## src/bpq_pkg.sv

```systemverilog
// Shared types and constants of the bitmap priority ready queue.
package bpq_pkg;

  localparam int unsigned LEVELS  = 32;
  localparam int unsigned SERVERS = 256;
  localparam int unsigned LVL_W   = $clog2(LEVELS);
  localparam int unsigned SRV_W   = $clog2(SERVERS);
  localparam int unsigned LINK_W  = SRV_W + 1;

  typedef enum logic [1:0] {
    REQ_INSERT   = 2'd0,
    REQ_PEEK     = 2'd1,
    REQ_RETRIEVE = 2'd2,
    REQ_RSVD     = 2'd3
  } req_e;

  typedef enum logic [1:0] {
    ST_OK    = 2'd0,
    ST_EMPTY = 2'd1,
    ST_RANGE = 2'd2,
    ST_RSVD  = 2'd3
  } status_e;

  typedef enum logic [2:0] {
    S_IDLE,
    S_DECODE,
    S_INS_LINK,
    S_INS_CLR,
    S_HEAD,
    S_RET,
    S_RESP
  } state_e;

  typedef struct packed {
    logic [1:0] req_type;
    logic [7:0] server_id;
    logic [7:0] priority_req;
  } req_t;

  typedef struct packed {
    logic [1:0] status;
    logic [7:0] head_server;
    logic [4:0] head_level;
  } rsp_t;

  // Controller to datapath
  typedef struct packed {
    logic    capture;
    logic    cap_head;
    logic    ins_upd;
    logic    ins_clr;
    logic    ret_upd;
    logic    load_out;
    status_e out_status;
    logic    out_head;
  } ctl_cmd_t;

  // Datapath to controller
  typedef struct packed {
    logic [1:0] req;
    logic       range_err;
    logic       empty;
  } dp_stat_t;

endpackage

```

## src/bpq_ram.sv

```systemverilog
// Generic single-write, single-read RAM with registered read data.
module bpq_ram #(
  parameter int unsigned Width = 8,
  parameter int unsigned Depth = 32
) (
  input  logic                     clk_i,
  input  logic                     we_i,
  input  logic [$clog2(Depth)-1:0] waddr_i,
  input  logic [Width-1:0]         wdata_i,
  input  logic [$clog2(Depth)-1:0] raddr_i,
  output logic [Width-1:0]         rdata_o
);

  logic [Width-1:0] mem_q [Depth];
  logic [Width-1:0] rdata_q;

  always_ff @(posedge clk_i) begin
    if (we_i) begin
      mem_q[waddr_i] <= wdata_i;
    end
    rdata_q <= mem_q[raddr_i];
  end

  assign rdata_o = rdata_q;

endmodule

```

## src/bpq_dpath.sv

```systemverilog
// Datapath: request registers, level bitmap, head/tail/link tables and result register.
module bpq_dpath import bpq_pkg::*; (
  input  logic     clk_i,
  input  logic     rst_ni,
  input  req_t     in_item_i,
  input  ctl_cmd_t cmd_i,
  output dp_stat_t stat_o,
  output rsp_t     out_item_o
);

  logic [1:0]        req_q;
  logic [SRV_W-1:0]  srv_q;
  logic [LVL_W-1:0]  pri_q;
  logic [LVL_W-1:0]  lev_q;
  logic              range_q;
  logic              empty_q;
  logic [LEVELS-1:0] bitmap_q, bitmap_d;
  logic [SRV_W-1:0]  h_q;
  rsp_t              out_q;

  logic [LVL_W-1:0]  low_lev;
  logic              bit_set;

  logic [SRV_W-1:0]  head_rdata, tail_rdata;
  logic [LINK_W-1:0] link_rdata;
  logic              link_valid;

  logic              head_we;
  logic [LVL_W-1:0]  head_waddr;
  logic [SRV_W-1:0]  head_wdata;
  logic              link_we;
  logic [SRV_W-1:0]  link_waddr;
  logic [LINK_W-1:0] link_wdata;

  // Lowest set bit of the bitmap
  always_comb begin
    low_lev = '0;
    for (int i = LEVELS - 1; i >= 0; i--) begin
      if (bitmap_q[i]) begin
        low_lev = LVL_W'(i);
      end
    end
  end

  always_ff @(posedge clk_i) begin
    if (cmd_i.capture) begin
      req_q   <= in_item_i.req_type;
      srv_q   <= in_item_i.server_id[SRV_W-1:0];
      pri_q   <= in_item_i.priority_req[LVL_W-1:0];
      range_q <= (32'(in_item_i.priority_req) >= LEVELS);
      lev_q   <= low_lev;
      empty_q <= ~(|bitmap_q);
    end
    if (cmd_i.cap_head) begin
      h_q <= head_rdata;
    end
    if (cmd_i.load_out) begin
      out_q.status      <= cmd_i.out_status;
      out_q.head_server <= cmd_i.out_head ? 8'(h_q) : '0;
      out_q.head_level  <= cmd_i.out_head ? 5'(lev_q) : '0;
    end
  end

  assign bit_set    = bitmap_q[pri_q];
  assign link_valid = link_rdata[LINK_W-1];

  always_comb begin
    bitmap_d = bitmap_q;
    if (cmd_i.ins_upd) begin
      bitmap_d[pri_q] = 1'b1;
    end
    if (cmd_i.ret_upd && !link_valid) begin
      bitmap_d[lev_q] = 1'b0;
    end
  end

  always_ff @(posedge clk_i or negedge rst_ni) begin
    if (!rst_ni) begin
      bitmap_q <= '0;
    end else begin
      bitmap_q <= bitmap_d;
    end
  end

  // Head table: new head on insert into an empty level, successor on retrieve
  always_comb begin
    head_we    = 1'b0;
    head_waddr = pri_q;
    head_wdata = srv_q;
    if (cmd_i.ins_upd && !bit_set) begin
      head_we = 1'b1;
    end else if (cmd_i.ret_upd && link_valid) begin
      head_we    = 1'b1;
      head_waddr = lev_q;
      head_wdata = link_rdata[SRV_W-1:0];
    end
  end

  // Link table: chain old tail, clear new server's link, drop removed head's link
  always_comb begin
    link_we    = 1'b0;
    link_waddr = srv_q;
    link_wdata = '0;
    if (cmd_i.ins_upd && bit_set) begin
      link_we    = 1'b1;
      link_waddr = tail_rdata;
      link_wdata = {1'b1, srv_q};
    end else if (cmd_i.ins_clr) begin
      link_we = 1'b1;
    end else if (cmd_i.ret_upd) begin
      link_we    = 1'b1;
      link_waddr = h_q;
    end
  end

  bpq_ram #(.Width(SRV_W), .Depth(LEVELS)) u_head_ram (
    .clk_i   (clk_i),
    .we_i    (head_we),
    .waddr_i (head_waddr),
    .wdata_i (head_wdata),
    .raddr_i (lev_q),
    .rdata_o (head_rdata)
  );

  bpq_ram #(.Width(SRV_W), .Depth(LEVELS)) u_tail_ram (
    .clk_i   (clk_i),
    .we_i    (cmd_i.ins_upd),
    .waddr_i (pri_q),
    .wdata_i (srv_q),
    .raddr_i (pri_q),
    .rdata_o (tail_rdata)
  );

  bpq_ram #(.Width(LINK_W), .Depth(SERVERS)) u_link_ram (
    .clk_i   (clk_i),
    .we_i    (link_we),
    .waddr_i (link_waddr),
    .wdata_i (link_wdata),
    .raddr_i (head_rdata),
    .rdata_o (link_rdata)
  );

  assign stat_o.req       = req_q;
  assign stat_o.range_err = range_q;
  assign stat_o.empty     = empty_q;
  assign out_item_o       = out_q;

endmodule

```

## src/bpq_ctrl.sv

```systemverilog
// Controller: request sequencing state machine and output handshake.
module bpq_ctrl import bpq_pkg::*; (
  input  logic     clk_i,
  input  logic     rst_ni,
  input  logic     in_valid_i,
  output logic     in_ready_o,
  output logic     out_valid_o,
  input  logic     out_ready_i,
  input  dp_stat_t stat_i,
  output ctl_cmd_t cmd_o
);

  state_e  state_q, state_d;
  status_e st_q, st_d;
  logic    hd_q, hd_d;
  logic    out_valid_q, out_valid_d;

  always_ff @(posedge clk_i or negedge rst_ni) begin
    if (!rst_ni) begin
      state_q     <= S_IDLE;
      st_q        <= ST_OK;
      hd_q        <= 1'b0;
      out_valid_q <= 1'b0;
    end else begin
      state_q     <= state_d;
      st_q        <= st_d;
      hd_q        <= hd_d;
      out_valid_q <= out_valid_d;
    end
  end

  always_comb begin
    state_d     = state_q;
    st_d        = st_q;
    hd_d        = hd_q;
    out_valid_d = out_valid_q && !out_ready_i;
    in_ready_o  = 1'b0;
    cmd_o            = '0;
    cmd_o.out_status = st_q;
    cmd_o.out_head   = hd_q;

    unique case (state_q)
      S_IDLE: begin
        in_ready_o = 1'b1;
        if (in_valid_i) begin
          cmd_o.capture = 1'b1;
          state_d       = S_DECODE;
        end
      end
      S_DECODE: begin
        st_d = ST_OK;
        hd_d = 1'b0;
        unique case (stat_i.req)
          REQ_INSERT: begin
            if (stat_i.range_err) begin
              st_d    = ST_RANGE;
              state_d = S_RESP;
            end else begin
              state_d = S_INS_LINK;
            end
          end
          REQ_PEEK, REQ_RETRIEVE: begin
            if (stat_i.empty) begin
              st_d    = ST_EMPTY;
              state_d = S_RESP;
            end else begin
              hd_d    = 1'b1;
              state_d = S_HEAD;
            end
          end
          default: begin
            state_d = S_RESP;
          end
        endcase
      end
      S_INS_LINK: begin
        cmd_o.ins_upd = 1'b1;
        state_d       = S_INS_CLR;
      end
      S_INS_CLR: begin
        cmd_o.ins_clr = 1'b1;
        state_d       = S_RESP;
      end
      S_HEAD: begin
        cmd_o.cap_head = 1'b1;
        state_d        = (stat_i.req == REQ_RETRIEVE) ? S_RET : S_RESP;
      end
      S_RET: begin
        cmd_o.ret_upd = 1'b1;
        state_d       = S_RESP;
      end
      S_RESP: begin
        // Hold until the result register is free
        if (!out_valid_q || out_ready_i) begin
          cmd_o.load_out = 1'b1;
          out_valid_d    = 1'b1;
          state_d        = S_IDLE;
        end
      end
      default: begin
        state_d = S_IDLE;
      end
    endcase
  end

  assign out_valid_o = out_valid_q;

endmodule

```

## src/bitmap_priority_ready_queue.sv

```systemverilog
// A new item is taken only once the last has reached the output register, as it visits
// the registered-read head, tail and link RAMs in turn; a finished result waits in that
// output register while the next item is taken. Reset clears the level bitmap (all levels
// empty) and the control state; the table RAMs are not cleared and need no clearing pass.
module bitmap_priority_ready_queue import bpq_pkg::*; (
  input  logic clk_i,
  input  logic rst_ni,
  input  logic in_valid_i,
  output logic in_ready_o,
  input  req_t in_item_i,
  output logic out_valid_o,
  input  logic out_ready_i,
  output rsp_t out_item_o
);

  ctl_cmd_t cmd;
  dp_stat_t stat;

  bpq_ctrl u_ctrl (
    .clk_i       (clk_i),
    .rst_ni      (rst_ni),
    .in_valid_i  (in_valid_i),
    .in_ready_o  (in_ready_o),
    .out_valid_o (out_valid_o),
    .out_ready_i (out_ready_i),
    .stat_i      (stat),
    .cmd_o       (cmd)
  );

  bpq_dpath u_dpath (
    .clk_i      (clk_i),
    .rst_ni     (rst_ni),
    .in_item_i  (in_item_i),
    .cmd_i      (cmd),
    .stat_o     (stat),
    .out_item_o (out_item_o)
  );

endmodule
```

## config.mk

```make
export PLATFORM = sky130hd
export DESIGN_NAME = bitmap_priority_ready_queue
export DESIGN_NICKNAME = d
export VERILOG_FILES = /design/src/bpq_pkg.sv /design/src/bpq_ram.sv /design/src/bpq_dpath.sv /design/src/bpq_ctrl.sv /design/src/bitmap_priority_ready_queue.sv
export SDC_FILE = /design/constraint.sdc
export NUM_CORES = 2
export LEC_CHECK = 0
export BUFFER_PORTS_ARGS = -buffer_cell sky130_fd_sc_hd__buf_2
export CORE_UTILIZATION = 55
export DETAILED_ROUTE_END_ITERATION = 8
export GPL_TIMING_DRIVEN = 1
export PLACE_DENSITY = 0.72
export REMOVE_ABC_BUFFERS = 1
export SLEW_MARGIN = 20
export SYNTH_ARGS = -nofsm -noshare
export SYNTH_HDL_FRONTEND = slang
export SYNTH_SLANG_ARGS = --single-unit
```

## constraint.sdc

```tcl
create_clock -name clk_i -period 28.2 [get_ports clk_i]
set_input_delay 5.64 -clock clk_i [delete_from_list [all_inputs] [get_ports clk_i]]
set_output_delay 5.64 -clock clk_i [all_outputs]
set_load 0.005 [all_outputs]
```

Yosys cells after proc, flatten, opt, wreduce, memory -nomap -nowiden
Memory sizes are Yosys's and may differ from the RTL's. A register that Yosys moved wholly into a read port is not among the register bits.
Index checks and enable logic that the tools add are counted.
Word-level totals
  flip-flop bits (word level): 84
  latch bits: 0
  memory bits (writable): 2816
  ROM bits: 0
  input bits: 22
  output and inout bits: 17
  logic and storage cells: 144
  memories: 3
Memories
  u_dpath.u_link_ram.mem_q: depth 256, bits a word 9, read ports 1, clocked after memory_dff 1, wr ports 1, line bpq_ram.sv:14  | logic [Width-1:0] mem_q [Depth];
  u_dpath.u_head_ram.mem_q: depth 32, bits a word 8, read ports 1, clocked after memory_dff 1, wr ports 1, line bpq_ram.sv:14
  u_dpath.u_tail_ram.mem_q: depth 32, bits a word 8, read ports 1, clocked after memory_dff 1, wr ports 1, line bpq_ram.sv:14
Cells by class
  add/sub/neg operators: 0
  multipliers: 0
  div/mod/pow operators: 0
  $lt $le $gt $ge: 5
  equal/unequal tests: 10
  shift-type cells: 0
  multiplexer cells: 81
  bitwise gates (word level): 4
  reductions and logical operators: 22
Operator list (count)
  $mux W5: 18
  $mux W32: 2
  $mux W8: 5
  $and A32 B32 Y32: 1
  $mux W4: 8
  $not A32 Y32: 1
  $or A32 B32 Y32: 1
  $reduce_or A32 Y1: 1
  $mux W1: 29
  $mux W3: 7
  $pmux W3 S6: 1
  $reduce_or A16 Y1: 1
  $lt A5 B6 Y1 const B: 2
  $demux W1 S5: 2
  $ge A5 B1 Y1 const B: 2
  $mux W2: 5
  $eq A3 B3 Y1 const B: 3
  $mux W9: 1
  $ge A8 B6 Y1 const B: 1
  $reduce_or A8 Y1: 1
  $logic_and A1 B1 Y1: 7
  $eq A3 B2 Y1 const B: 2
  $pmux W3 S2: 1
  $reduce_or A2 Y1: 3
  other kinds (14): 17

Longest topological paths before layout
  word-level depth: 31
  depth in mapped cells: 13
  depth with buffers taken out: 7

Hierarchy
Synthesis repeated with hierarchy kept, for this count alone.
Unflattened totals
  cells, all modules: 5488
  area total of the unflattened synthesis: 113826.7 µm²
Modules (own cells, without submodules)
  bpq_ram at u_dpath.u_link_ram: times used 1, cells an instance 4237, area each 89278.1 µm², seq. area each 69366.5 µm²
  bpq_ram at u_dpath.u_head_ram ...: times used 2, cells an instance 417, area each 10053.4 µm², seq. area each 7847.5 µm²
  bpq_dpath: times used 1, cells an instance 366, area each 3948.8 µm², seq. area each 2152.1 µm²
  bpq_ctrl: times used 1, cells an instance 51, area each 493.0 µm², seq. area each 175.2 µm²

Least setup slack after synthesis
No wires, ideal clock.
  path kind: reg-to-reg
  start: reg u_dpath.pri_q[2]
  end: mem u_dpath.u_link_ram.mem_q[0][0] (netlist name), data pin
  setup time: 1388 ps
  arrival: 7506 ps
  data required time: 26812 ps
  path slack: 19306 ps
  cell stages (with the launch flop): 9
  buffers on the path: 3
  clock period less this slack: 8894 ps
  cell sequence: edfxtp_1 -> buf_2 -> nor3_2 -> a22oi_1 -> nand4_1 -> nand2_1 -> buf_6 -> buf_4 -> nor2_1
Between the ends
  word-level cells in the longest chain between the ends: 4
Ends and longest elaborated chain
  start, declared: line bpq_dpath.sv:13  | logic [LVL_W-1:0] pri_q;
  start signal, assigned: line bpq_dpath.sv:49  | pri_q <= in_item_i.priority_req[LVL_W-1:0];
  $bmux W1 S5: line bpq_dpath.sv:64  | assign bit_set = bitmap_q[pri_q];
  $mux W1 (implied by the code): line bpq_dpath.sv:64
  $logic_and A1 B1 Y1: line bpq_dpath.sv:104  | if (cmd_i.ins_upd && bit_set) begin
  $mux W9: line bpq_dpath.sv:104
  named net u_dpath.link_wdata[0]: line bpq_dpath.sv:33  | logic [LINK_W-1:0] link_wdata;
  end, declared: line bpq_ram.sv:14
The timed path passes the listed nets, and every way through them passes these cells. The select of a mux whose other input is x is not followed.

Worst setup path in the final report
  start: reg u_ctrl.state_q[2]
  end: out in_ready_o
Between the ends
  word-level cells in the longest chain between the ends: 2
Ends and longest elaborated chain
  start, declared: line bpq_ctrl.sv:13  | state_e state_q, state_d;
  start signal, assigned: line bpq_ctrl.sv:25  | state_q <= state_d;
  $logic_not A3 Y1: line bpq_ctrl.sv:42  | unique case (state_q)
  $mux W1: line bpq_ctrl.sv:42
  end, declared: line bitmap_priority_ready_queue.sv:9  | output logic in_ready_o,
Every way passes these cells.

==> flow_metrics.env <==
export IMPL_core_area_mm2=0.205
export IMPL_layout_area_overhead_vs_synth_pct=10.6
export IMPL_hold_violations=0
export IMPL_drc=0
export IMPL_dieArea_mm2=0.208
export IMPL_ctsResizeCount=0
export IMPL_cp_end_kind="output port"
export IMPL_finalSetupViolations=0
export IMPL_cts_tree="done"
export IMPL_postCtsSetupRepairBufs=0
export IMPL_grt_start_max_net_pins=233
export IMPL_drt_wl_total_um=266000
export IMPL_rows=166
export IMPL_syn_avg_cell_area_um2=21.1
export IMPL_power_density_mw_per_mm2=93.8
export IMPL_multi_input_area_mm2=0.0247
export IMPL_ys_warnings_count=0
export IMPL_grt_use_total_pct=25.6
export IMPL_grt_first_pass_wirelength_um=387000
export IMPL_synth_area_top_cells="edfxtp_1 76%, mux4_2 14%, mux2i_1 1.3%"
export IMPL_place_hpwl_um=154000
export IMPL_worstPathArrival_ps=1860
export IMPL_die_h_um=456
export IMPL_clkLatencyLatePin_ps=930
export IMPL_p_seq_share_pct=44.0
export IMPL_switchingPower_w=0.00352
export IMPL_critPathLaunchType="register"
export IMPL_vias=55800
export IMPL_drtIter0Drc=7336
export IMPL_yosys_area_top_type="edfxtp_1"
export IMPL_clockBufferDepth=4
export IMPL_status="completed"
export IMPL_gp_congestion=0.892
export IMPL_synth_main_ff_cell="edfxtp_1"
export IMPL_peakVddDrop_v=0.0000818
export IMPL_cts_root_buf="clkbuf_16"
export IMPL_power_leakage_nw=40.7
export IMPL_nNetsFinal=5535
export IMPL_yosysMostFrequentCell="edfxtp_1"
export IMPL_ios=39
export IMPL_fillers=13800
export IMPL_worst_slew_pin_slew_ps=1280
export IMPL_overflow=0
export IMPL_switching_share_pct=29.9
export IMPL_crit_path_max_incr_delay_ps=520
export IMPL_htree_levels=5
export IMPL_placed_area_mm2=0.117
export IMPL_min_period_ps=7500
export IMPL_cts_buffers_inserted=296
export IMPL_grt_antenna_before_repair=7
export IMPL_pwr_share_clk_pct=31.0
export IMPL_wl_per_cell_um=31.7
export IMPL_via_per_inst=6.64
export IMPL_clock_skew_ps=52.6
export IMPL_fin_area_mm2=0.125
export IMPL_grt_pass1_vias=55500
export IMPL_slowest_stage="dfrtp_1"
export IMPL_fin_hold_ws_ps=463
export IMPL_fin_crit_sh_pct=26.6
export IMPL_maxSlewHeadroom_pct=14.5
export IMPL_clkTransAtPathRegs_ps=60
export IMPL_fmax_mhz=133
export IMPL_hold_buffers=0
export IMPL_synth_edf_count=2861
export IMPL_tns_ps=0
export IMPL_p_int_w=0.00826
export IMPL_start_util_pct=55.4
export IMPL_dr_pass1_iters=9
export IMPL_io_buffer_count=38
export IMPL_p_comb_share_pct=25.0
export IMPL_synthesis_area_mm2=0.114
export IMPL_rsz0062_at_grt="no"
export IMPL_drv_slew=0
export IMPL_drive_above_1_share_pct=22.8
export IMPL_antenna_left=0
export IMPL_crit_chain="nor3_1, buf_2"
export IMPL_die_x_um=456
export IMPL_placed_cells=7897
export IMPL_synthArstFlopShare_pct=1.33
export IMPL_clock_sinks=2925
export IMPL_cp_num_buf_inv=1
export IMPL_critPathKind="reg -> out"
export IMPL_stdcell_count=8404
export IMPL_p_total_w=0.0118
export IMPL_ys_top_cells_by_count="2861 x edfxtp_1, 694 x mux4_2, 375 x nor2_1"
export IMPL_syn_inst=5375
export IMPL_worstPathMaxFanout=15
export IMPL_maxCapViolCount=0
export IMPL_crit_family="flip-flops"
export IMPL_seqCellArea_mm2=0.0874
export IMPL_ys_ff_latch=2925
export IMPL_required_ps=22560
export IMPL_ys_seq_area_share_pct=77.0
export IMPL_synth_top_area_share_pct=75.7
export IMPL_hp_class="reg -> reg"
export IMPL_ys_types=64
==> registers in the layout, summed over array words and instances (netlist names), 3 cells and up <==
signal,count
u_dpath.srv_q,8
u_dpath.h_q,8
u_dpath.u_link_ram.rdata_o,9
u_dpath.bitmap_q,32
u_dpath.pri_q,5
u_dpath.u_tail_ram.rdata_o,8
u_dpath.u_head_ram.mem_q,256
u_dpath.u_head_ram.rdata_o,8
u_dpath.u_tail_ram.mem_q,256
u_dpath.u_link_ram.mem_q,2304
u_ctrl.state_q,3
u_dpath.lev_q,5
u_dpath.out_item_o,15
==> kinds of logic after synthesis <==
| family | after synthesis | share of synthesized area [%] |
|---|---|---|
| AO/OA/AOI/OAI | 497 | 3.24 |
| adder cells (fa/ha/maj) | 3 | 0.0331 |
| buffers and inverters | 326 | 1.41 |
| flip-flops | 2925 | 77.0 |
| multiplexers | 859 | 15.2 |
| AND/OR/NAND/NOR | 765 | 3.08 |
==> per-layer routing <==
metal	vias to the layer above	track usage [%]	part of all wire, %	wire, µm
met5	-	0	0.0053	14
met4	2	8.57	3.4	9090
met3	500	4.68	9.6	25500
met2	3137	40.0	48	128000
met1	29400	36.8	39	103000
li1	22700	-	-	-
==> layout by cell type, fill, tap and decap left out, types with 46 or more instances in the layout <==
master     Yosys  layout
edfxtp_1    2861    2861
mux4_2       694     694
nor2_1       375     363
clkbuf_16      0     303
a22oi_1      166     166
mux2i_1      147     147
nand2_1      145     144
buf_4         34      91
clkbuf_1     108      60
clkinv_2       0      54
clkinv_1       0      53
a22o_1        51      51
a21oi_1       46      46
==> path summary, 6_finish.rpt <==
check                                                   start                                          to  slack (ps)  cells past startpoint
worst max register to register     u_dpath.pri_q[1]$_DFFE_PP_  u_dpath.u_link_ram.mem_q[146][1]$_DFFE_PP_       21130                      9
min in group asynchronous                              rst_ni                  u_ctrl.st_q[1]$_DFFE_PN0P_        4850                      1
worst max-delay path            u_ctrl.state_q[2]$_DFFE_PN0P_                                  in_ready_o       20700                      2
worst min-delay path               u_ctrl.st_q[1]$_DFFE_PN0P_            u_dpath.out_item_o[14]$_DFFE_PP_         460                      0
worst min register to register     u_ctrl.st_q[1]$_DFFE_PN0P_            u_dpath.out_item_o[14]$_DFFE_PP_         460                      0
max in group asynchronous                              rst_ni              u_dpath.bitmap_q[26]$_DFF_PN0_       22770                      1
==> per-stage QoR <==
stage / worst slack, ps / util [%]
after CTS: 20650 / 61.2
after global placement: 21080 / 56.9
after floorplan: 1900 / -
after global routing: 20590 / 61.3
after detailed placement: 21080 / 56.9
final: 20700 / 61.3
==> worst register-to-register path, delay by kind of cell (launching register included) <==
family	cells	cell delay, ps
AND/OR/NAND/NOR	4	2920
buffers and inverters	2	1260
multiplexers	2	1210
flip-flops	1	1090
AO/OA/AOI/OAI	1	200
==> power by group through the flow <==
stage | sequential (W) | combinational, W | clock [W]
floorplan | 0.00557 | 0.00304 | 0
global placement | 0.00526 | 0.00288 | 0
detailed placement | 0.00526 | 0.00292 | 0
CTS | 0.00517 | 0.00293 | 0.00369
global route | 0.00518 | 0.00308 | 0.00385
finish | 0.00518 | 0.00294 | 0.00366
==> area by class of cell <==
type                       count  area share, %
tap                         2688           2.68
antenna                        3        0.00598
inverter                      19         0.0628
clock inverter               130          0.714
sequential                  2925           69.7
clock buffer                 371           6.31
multi-input combinational   2124           19.6
timing repair buffer         144          0.923
No activity file was read; power rests on OpenSTA's default activity.
